### config.mk
export PLATFORM = sky130hd
export DESIGN_NAME = dle_stx_etx_deframer
export DESIGN_NICKNAME = d
export VERILOG_FILES = /design/src/dsed_pkg.sv /design/src/dsed_core.sv /design/src/dsed_outreg.sv /design/src/dle_stx_etx_deframer.sv
export SDC_FILE = /design/constraint.sdc
export NUM_CORES = 1
export LEC_CHECK = 0
export BUFFER_PORTS_ARGS = -buffer_cell sky130_fd_sc_hd__buf_4
export CORE_UTILIZATION = 40
export DETAILED_ROUTE_END_ITERATION = 10
export HOLD_SLACK_MARGIN = 0.08
export PLACE_DENSITY = 0.65
export SYNTH_ARGS = -nofsm -noshare
export SYNTH_HDL_FRONTEND = slang
export SYNTH_SLANG_ARGS = --single-unit
### constraint.sdc
create_clock -name clk -period 2.75 [get_ports clk]
set_input_delay 0.1375 -clock clk [delete_from_list [all_inputs] [get_ports clk]]
set_output_delay 0.1375 -clock clk [all_outputs]
set_load 0.01 [all_outputs]
### src/dsed_pkg.sv
// ----------------------------------------------------------------------------
// dsed_pkg
// Shared types and constants of the DLE/STX/ETX receive deframer.
// ----------------------------------------------------------------------------
package dsed_pkg;

  // Framing characters
  localparam logic [7:0] CH_STX = 8'h02;
  localparam logic [7:0] CH_ETX = 8'h03;
  localparam logic [7:0] CH_DLE = 8'h10;

  // Default payload limit per frame
  localparam int unsigned MAX_PAYLOAD_DEF = 256;

  // Width of the reported position field
  localparam int unsigned POS_W = 9;

  // Event codes of a result transfer
  typedef enum logic [2:0] {
    EV_CHAR     = 3'd0,
    EV_DONE     = 3'd1,
    EV_RESTART  = 3'd2,
    EV_ABANDON  = 3'd3,
    EV_NOBUF    = 3'd4,
    EV_OVERFLOW = 3'd5
  } event_t;

  // Received character transfer
  typedef struct packed {
    logic [7:0] rx_char;
    logic       buffer_ready;
  } in_t;

  // Result transfer
  typedef struct packed {
    logic [2:0]       event_res;
    logic [7:0]       char_value;
    logic [POS_W-1:0] position;
  } out_t;

endpackage

### src/dsed_core.sv
// ----------------------------------------------------------------------------
// dsed_core
// Hunt state, payload count and buffer flag; decodes one character per
// accepted transfer into at most one result.
// ----------------------------------------------------------------------------
module dsed_core #(
  parameter int unsigned MAX_PAYLOAD = dsed_pkg::MAX_PAYLOAD_DEF
) (
  input  logic          clk,
  input  logic          rst_n,
  input  logic          take,
  input  dsed_pkg::in_t in_data,
  output logic          res_valid,
  output dsed_pkg::out_t res_data
);
  import dsed_pkg::*;

  localparam int unsigned CNT_W = $clog2(MAX_PAYLOAD + 1);
  localparam logic [CNT_W-1:0] MAX_CNT = CNT_W'(MAX_PAYLOAD);
  localparam logic [POS_W-1:0] MAX_POS = POS_W'(MAX_PAYLOAD % (1 << POS_W));

  typedef enum logic [1:0] {
    ST_WAIT_DLE = 2'd0,
    ST_WAIT_STX = 2'd1,
    ST_DATA     = 2'd2,
    ST_DATA_DLE = 2'd3
  } state_t;

  state_t           state_r, state_nxt;
  logic [CNT_W-1:0] count_r, count_nxt;
  logic             held_r, held_nxt;
  logic [CNT_W+POS_W-1:0] count_ext;
  logic [POS_W-1:0] count_pos;
  logic             full;

  // Count as a position, wrapped to the field width
  assign count_ext = {{POS_W{1'b0}}, count_r};
  assign count_pos = count_ext[POS_W-1:0];
  assign full      = (count_r >= MAX_CNT);

  // Decode the character against the hunt state
  always_comb begin
    state_nxt  = state_r;
    count_nxt  = count_r;
    held_nxt   = held_r;
    res_valid  = 1'b0;
    res_data   = '0;
    case (state_r)
      ST_WAIT_DLE: begin
        if (in_data.rx_char == CH_DLE) begin
          state_nxt = ST_WAIT_STX;
        end
      end
      ST_WAIT_STX: begin
        if (in_data.rx_char != CH_STX) begin
          state_nxt = ST_WAIT_DLE;
        end else if (held_r || in_data.buffer_ready) begin
          held_nxt  = 1'b1;
          count_nxt = '0;
          state_nxt = ST_DATA;
        end else begin
          state_nxt          = ST_WAIT_DLE;
          res_valid          = 1'b1;
          res_data.event_res = EV_NOBUF;
        end
      end
      ST_DATA, ST_DATA_DLE: begin
        state_nxt = ST_DATA;
        if (state_r == ST_DATA && in_data.rx_char == CH_DLE) begin
          state_nxt = ST_DATA_DLE;
        end else if (state_r == ST_DATA || in_data.rx_char == CH_DLE) begin
          // Payload character, plain or from a doubled DLE
          res_valid = 1'b1;
          if (full) begin
            state_nxt          = ST_WAIT_DLE;
            count_nxt          = '0;
            held_nxt           = 1'b0;
            res_data.event_res = EV_OVERFLOW;
            res_data.position  = MAX_POS;
          end else begin
            count_nxt           = count_r + 1'b1;
            res_data.event_res  = EV_CHAR;
            res_data.char_value = in_data.rx_char;
            res_data.position   = count_pos;
          end
        end else if (in_data.rx_char == CH_STX) begin
          count_nxt          = '0;
          res_valid          = 1'b1;
          res_data.event_res = EV_RESTART;
        end else begin
          // Close or abandon the frame and release the buffer
          state_nxt = ST_WAIT_DLE;
          held_nxt  = 1'b0;
          count_nxt = '0;
          res_valid = 1'b1;
          if (in_data.rx_char == CH_ETX) begin
            res_data.event_res = EV_DONE;
            res_data.position  = count_pos;
          end else begin
            res_data.event_res = EV_ABANDON;
          end
        end
      end
      default: begin
        state_nxt = ST_WAIT_DLE;
      end
    endcase
  end

  // Advance state on each accepted character
  always_ff @(posedge clk) begin
    if (!rst_n) begin
      state_r <= ST_WAIT_DLE;
      count_r <= '0;
      held_r  <= 1'b0;
    end else if (take) begin
      state_r <= state_nxt;
      count_r <= count_nxt;
      held_r  <= held_nxt;
    end
  end

endmodule

### src/dsed_outreg.sv
// ----------------------------------------------------------------------------
// dsed_outreg
// Result register with valid/ready; takes a new result in the same cycle
// that the held one leaves.
// ----------------------------------------------------------------------------
module dsed_outreg (
  input  logic           clk,
  input  logic           rst_n,
  input  logic           load,
  input  dsed_pkg::out_t load_data,
  output logic           room,
  output logic           out_valid,
  input  logic           out_ready,
  output dsed_pkg::out_t out_data
);
  import dsed_pkg::*;

  logic valid_r;
  out_t data_r;

  // Free when empty or drained this cycle
  assign room      = !valid_r || out_ready;
  assign out_valid = valid_r;
  assign out_data  = data_r;

  // Hold the valid flag
  always_ff @(posedge clk) begin
    if (!rst_n) begin
      valid_r <= 1'b0;
    end else if (room) begin
      valid_r <= load;
    end
  end

  // Capture the payload
  always_ff @(posedge clk) begin
    if (room && load) begin
      data_r <= load_data;
    end
  end

endmodule

### src/dle_stx_etx_deframer.sv
// ----------------------------------------------------------------------------
// dle_stx_etx_deframer
// Receive deframer for DLE STX ... DLE ETX framing with DLE doubling.
// ----------------------------------------------------------------------------
// Takes one received character per clock cycle and gives at most one result
// per character, in the cycle after the character transfer, through a single
// result register. in_ready is high whenever that register is empty or is
// being drained in the same cycle, so the block sustains one character per
// cycle as long as the result side keeps up. Results: payload character with
// its index, frame done with its length, restart on DLE STX within a frame,
// abandon on any other DLE sequence, no buffer at frame start, and overflow
// when a frame exceeds MAX_PAYLOAD characters (the frame is discarded).
// Positions are reported modulo 512.
// ----------------------------------------------------------------------------
module dle_stx_etx_deframer #(
  parameter int unsigned MAX_PAYLOAD = dsed_pkg::MAX_PAYLOAD_DEF
) (
  input  logic           clk,
  input  logic           rst_n,
  input  logic           in_valid,
  output logic           in_ready,
  input  dsed_pkg::in_t  in_data,
  output logic           out_valid,
  input  logic           out_ready,
  output dsed_pkg::out_t out_data
);
  import dsed_pkg::*;

  logic take;
  logic res_valid;
  out_t res_data;
  logic room;

  // Accept a character whenever the result register has room
  assign in_ready = room;
  assign take     = in_valid && room;

  dsed_core #(
    .MAX_PAYLOAD(MAX_PAYLOAD)
  ) u_core (
    .clk      (clk),
    .rst_n    (rst_n),
    .take     (take),
    .in_data  (in_data),
    .res_valid(res_valid),
    .res_data (res_data)
  );

  dsed_outreg u_outreg (
    .clk      (clk),
    .rst_n    (rst_n),
    .load     (take && res_valid),
    .load_data(res_data),
    .room     (room),
    .out_valid(out_valid),
    .out_ready(out_ready),
    .out_data (out_data)
  );

endmodule

== Yosys cells after proc, flatten, opt, wreduce, memory -nomap -nowiden ==
Cells that the tools add are included.
Cells by class
  add/sub/neg operators: 1
  $lt $le $gt $ge: 1
  eq/ne operators: 13
  muxes and demuxes: 39
  bitwise operators: 2
  reductions and logical operators: 16
Operator list (number)
  $mux W9: 9
  $mux W20: 1
  $mux W2: 9
  $pmux W9 S2: 1
  $eq A8 B2 Y1 const B: 2
  $mux W8: 2
  $mux W3: 4
  $add A9 B1 Y9 const B: 1
  $ge A9 B9 Y1 const B: 1
  $mux W1: 9
  $eq A8 B5 Y1 const B: 1
  $ne A8 B2 Y1 const B: 1
  $reduce_and A7 Y1: 1
  $ne A3 B2 Y1 const B: 2
  $pmux W2 S3: 1
  $pmux W3 S2: 1
  $reduce_and A5 Y1: 1
  $eq A2 B2 Y1 const B: 2
  $logic_and A1 B1 Y1: 4
  $ne A2 B1 Y1 const B: 2
  $ne A2 B2 Y1 const B: 2
  $pmux W1 S2: 2
  $reduce_or A2 Y1: 2
  $reduce_or A4 Y1: 1
  other kinds (7): 10
Storage, ports and cells
  register bits after elaboration: 33
  input bits: 13
  output and inout port bits: 22
  logic and storage cells: 79

== Longest topological paths before layout ==
  word-level depth: 6
  depth in mapped cells: 9
  gate-level depth less buffers: 8

== Modules after synthesis ==
A second synthesis with hierarchy kept.
Unflattened totals
  cells, all modules: 163
  area, all modules: 1714.1 um^2
Modules (own cells, without submodules)
  dsed_core: times used 1, cells an instance 136, area each 1043.5 um^2, sequential area each 240.2 um^2
  dsed_outreg: times used 1, cells an instance 25, area each 658.1 um^2, sequential area each 620.6 um^2
  dle_stx_etx_deframer: times used 1, cells an instance 2, area each 12.5 um^2, sequential area each 0.0 um^2

== Least setup slack after synthesis ==
Ideal clock, no wire load.
  kind: input to register
  start point: in in_data[4] in the netlist's numbering
  end point: reg u_outreg.data_r, in the netlist u_outreg.out_data[0], enable pin
  library setup time: 0.404 ns
  arrival: 2.162 ns
  required time: 2.346 ns
  slack: 0.184 ns
  cell stages on the path: 4
  path buffers: 0
  path through: or4b_4 > nor3_1 > nand3_1 > a21oi_1
Between the ends
  word-level cells in the longest chain between the ends: 6
  elaborated cells between the ends (all ways): 8
  those cells by class: eq/ne: 2; mux: 3; reduce/logical: 3
Ends and longest elaborated chain
  from (decl): RTL line dle_stx_etx_deframer.sv:22  | input dsed_pkg::in_t in_data,
  $eq A8 B5 Y1: RTL line dsed_core.sv:69, dsed_core.sv:71
  $logic_and A1 B1 Y1: RTL line dsed_core.sv:69  | if (state_r == ST_DATA && in_data.rx_char == CH_DLE) begin
  $mux W1: RTL line dsed_core.sv:69
  $pmux W1 S2 (*): RTL line dsed_core.sv:48  | case (state_r)
  $logic_and A1 B1 Y1 (*): RTL line dle_stx_etx_deframer.sv:52  | .load (take && res_valid),
  $logic_and A1 B1 Y1 (*): RTL line dsed_outreg.sv:37  | if (room && load) begin
  to (signal assigned): RTL line dsed_outreg.sv:38  | data_r <= load_data;
  to (decl): RTL line dsed_outreg.sv:19  | out_t data_r;
Mark *: on every way between the ends. The rest lies on a longest branch, timed or not.
A chain may end at the register's enable or synchronous reset.

== Worst setup path in the final report ==
  start point: in in_data[6] in the netlist's numbering
  end point: reg u_core.count_r[7], in the netlist u_core.count_pos[7]
Between the ends
  word-level cells in the longest chain between the ends: 5
  elaborated cells between the ends (all ways): 10
  those cells by class: eq/ne: 4; mux: 3; reduce/logical: 3
Ends and longest elaborated chain
  $eq A8 B5 Y1: RTL line dsed_core.sv:69, dsed_core.sv:71
  $logic_or A1 B1 Y1: RTL line dsed_core.sv:71  | end else if (state_r == ST_DATA || in_data.rx_char == CH_DLE) begin
  $mux W9: RTL line dsed_core.sv:71
  $mux W9: RTL line dsed_core.sv:69
  $pmux W9 S2: RTL line dsed_core.sv:48
  to (signal assigned): RTL line dsed_core.sv:118  | count_r <= count_nxt;
  to (decl): RTL line dsed_core.sv:30  | logic [CNT_W-1:0] count_r, count_nxt;
Parallel ways exist; a longest one is shown, timed or not. The select of a mux whose other input is x is not followed.

==> results.txt <==
Outcome - complete, no violations
CTS hold repair buffers - 0
Latest clock arrival within the worst-skew pair - 0.28 ns
Antenna diodes - 0
Synth area leaders - edfxtp_1 (36%), dfxtp_1 (16%), and3_1 (4.5%), ha_1 (3.8%), and2_1 (3.0%)
Die Wd - 66.23 µm
CP startpoint kind - input pin
Pleak - 0.7987 nW
Post-route setup TNS - 0 ns
Most common cell after layout, fill and taps aside - buf_4
Ys flop type - edfxtp_1
Sw power - 0.1827 mW
Crit path max fanout - 7
Mux contribution to synthesized area - 0%
Final Skew - 0.005992 ns
H-tree Lvls - 2
Worst hold path type - input pin to flop
Crit path time final - 2.462 ns
DR vias - 1342
FF-to-FF setup slack - 0.37 ns
Max-Cap Viols - 0
ANT nets after route - 0
Final Hold Viols - 0
Fmax achieved - 406.2 MHz
Share of post-route cells with drive strength above 1 - 25.77%
Remaining DRCs - 0
Multi-input logic area - 730.7 µm²
Crit path launch - in_data[6]
Clk network pwr share - 38.6%
Slew Limit Headroom - 60.62%
Slew Viols, Final - 0
Worst EP required - 2.94 ns
Placed wire-length estimate - 2.542 mm
Site Rows - 22
CTS tree - done
Core Box Area - 0.003799 mm²
Finished Core Util - 53.85%
Reg2reg start - u_core.state_r[0]
Adder-Cell Fraction of Synth Area - 3.791%
Area leader, netlist - edfxtp_1
Register share of total power - 58.2%
Peak VDD IR - 0.1490 mV
Number of global-route vias before repair - 1250
Post-Synth XOR/XNOR Area - 0%
Top-area cell type share of the netlist area - 36.39%
Power per cell area - 435.2 mW/mm²
Net count, final - 211
Seq/Total Area, Yosys - 52.16%
Worst-Margin Slew - 0.5758 ns
Combinational fraction of design power - 3.2%
Worst EP arrival - 2.66 ns
FF/Latch Area - 860.8 µm²
Placer congestion estimate - 0.8684
Synth Area per Inst - 10.72 µm²
Ys Warns - 0
Crit end category - flop
Final Cycle Share - 89.53%
GRT Total Usage - 18.68%
Total CTS buffers - 5
Starting Density - 43.45%
Routed WL per cell - 14.55 µm
Async S/R FF share, synth - 0%
Largest family of logic cells by synthesized area - simple AND/OR/NAND/NOR gates
Postcts setup bufs - 0
Simple-Gate Fraction of Synth Area - 25.85%
Drt pass-1 iters - 4
Yosys reg bits - 33
Hold Startpoint - rst_n
Port buffer count - 34
Int Pwr - 0.7075 mW
CTS resizes - 0
Initial antenna violation count - 0
DRT Wirelength - 3.520 mm
# fillers - 353
Clock root buffer - clkbuf_8
Io pins - 35
Die area - 0.004386 mm²
DR vias/cell - 5.545
Library cells used by synthesis - 39
Most frequent cells in the layout - buf_4 (37), edfxtp_1 (20), dfxtp_1 (13)
Iteration-0 DRC Markers - 84
WS Path Type - input pin to flop
Die span in y - 66.23 µm
Final global-route overflow total - 0
Switching Share - 20.52%
Syn_nets - 172
Layout area overhead - 23.96%
Sink Count - 33
Clock Tree Buf Depth - 2
Post-synthesis compound-gate area fraction - 14.40%
Reg clk slew, reported paths - 0.07 ns
Synthesized area - 0.001650 mm²
First-pass GRT wire length - 6.037 mm
Pin count of the biggest net entering global routing - 21
RSZ-0062 raised after global routing - false
Final setup vio count - 0
Cells after synthesis - 154
Pwr Total - 0.8902 mW
Number of synthesized flops with an enable pin - 20
cell type report:
class | count | share of cell area [%]
Multi-Input combinational cell | 107 | 35.72
Clock inverter | 2 | 0.4893
Inverter | 9 | 1.651
Sequential cell | 33 | 42.08
Tap cell | 48 | 2.936
Timing Repair Buffer | 37 | 13.58
Clock buffer | 6 | 3.547
Yosys cell counts (all sizes together), types with 2 or more instances:
library cell  number
nor3b              2
a311oi             2
nand3              5
or3                3
nand2b             4
a41oi              2
o41ai              2
o21ai              6
nor4               2
nor2               9
a31oi              3
inv                9
nand3b             3
ha                 5
dfxtp             13
clkbuf             2
a21oi              7
nand4b             3
nor2b              2
buf                3
and3              12
o31ai              4
nor3               4
edfxtp            20
and2               9
nand2              9
kinds of logic after synthesis:
| kind of cell | after synthesis |
|---|---|
| flip-flops | 33 |
| AND/OR/NAND/NOR | 70 |
| adder cells (fa/ha/maj) | 5 |
| AO/OA/AOI/OAI | 32 |
| buffers and inverters | 14 |
worst max-delay path, cell delays in order:
cell and delay, ns:
buf_4 0.11, or3_1 0.45, or3_1 0.42, ha_1 0.23, or3b_2 0.52, nor4_4 0.35, a41oi_1 0.18, a311oi_1 0.25
per-layer routing:
metal,vias to the layer above,wire length (µm),track usage [%]
met5,-,0,0
met4,0,46,5.585
met3,6,249,5.690
met2,57,1607,29.34
met1,622,1617,24.54
li1,657,-,-
per-stage QoR:
stage	area [µm²]	hold WS [ns]	cells	setup WS, ns
floorplan	1650	0.2537	154	0.1842
global placement	1963	0.4169	234	0.1353
detailed placement	1963	0.4272	234	0.05867
CTS	2046	0.1259	242	0.3094
global route	2046	0.1429	242	0.1256
finish	2046	0.1389	242	0.2880
sequential cells by signal (all words and copies together), names as in the netlist:
name	flops
u_core.held_r	1
u_core.count_pos	9
u_core.state_r	2
u_outreg.out_valid	1
u_outreg.out_data	20
power groups by stage:
stage,clock network [mW],registers [mW],logic [mW]
floorplan,0,0.529,0.00874
global placement,0,0.529,0.0275
detailed placement,0,0.529,0.0283
CTS,0.355,0.518,0.0285
global route,0.378,0.518,0.0314
finish,0.343,0.518,0.0285
final timing paths:
check                        end  cells past startpoint
max reg2reg        u_core.held_r                      6
min           u_outreg.out_valid                      3
min reg2reg        u_core.held_r                      2
max          u_core.count_pos[7]                      8
Note: power is estimated with default switching activity, not from simulation.
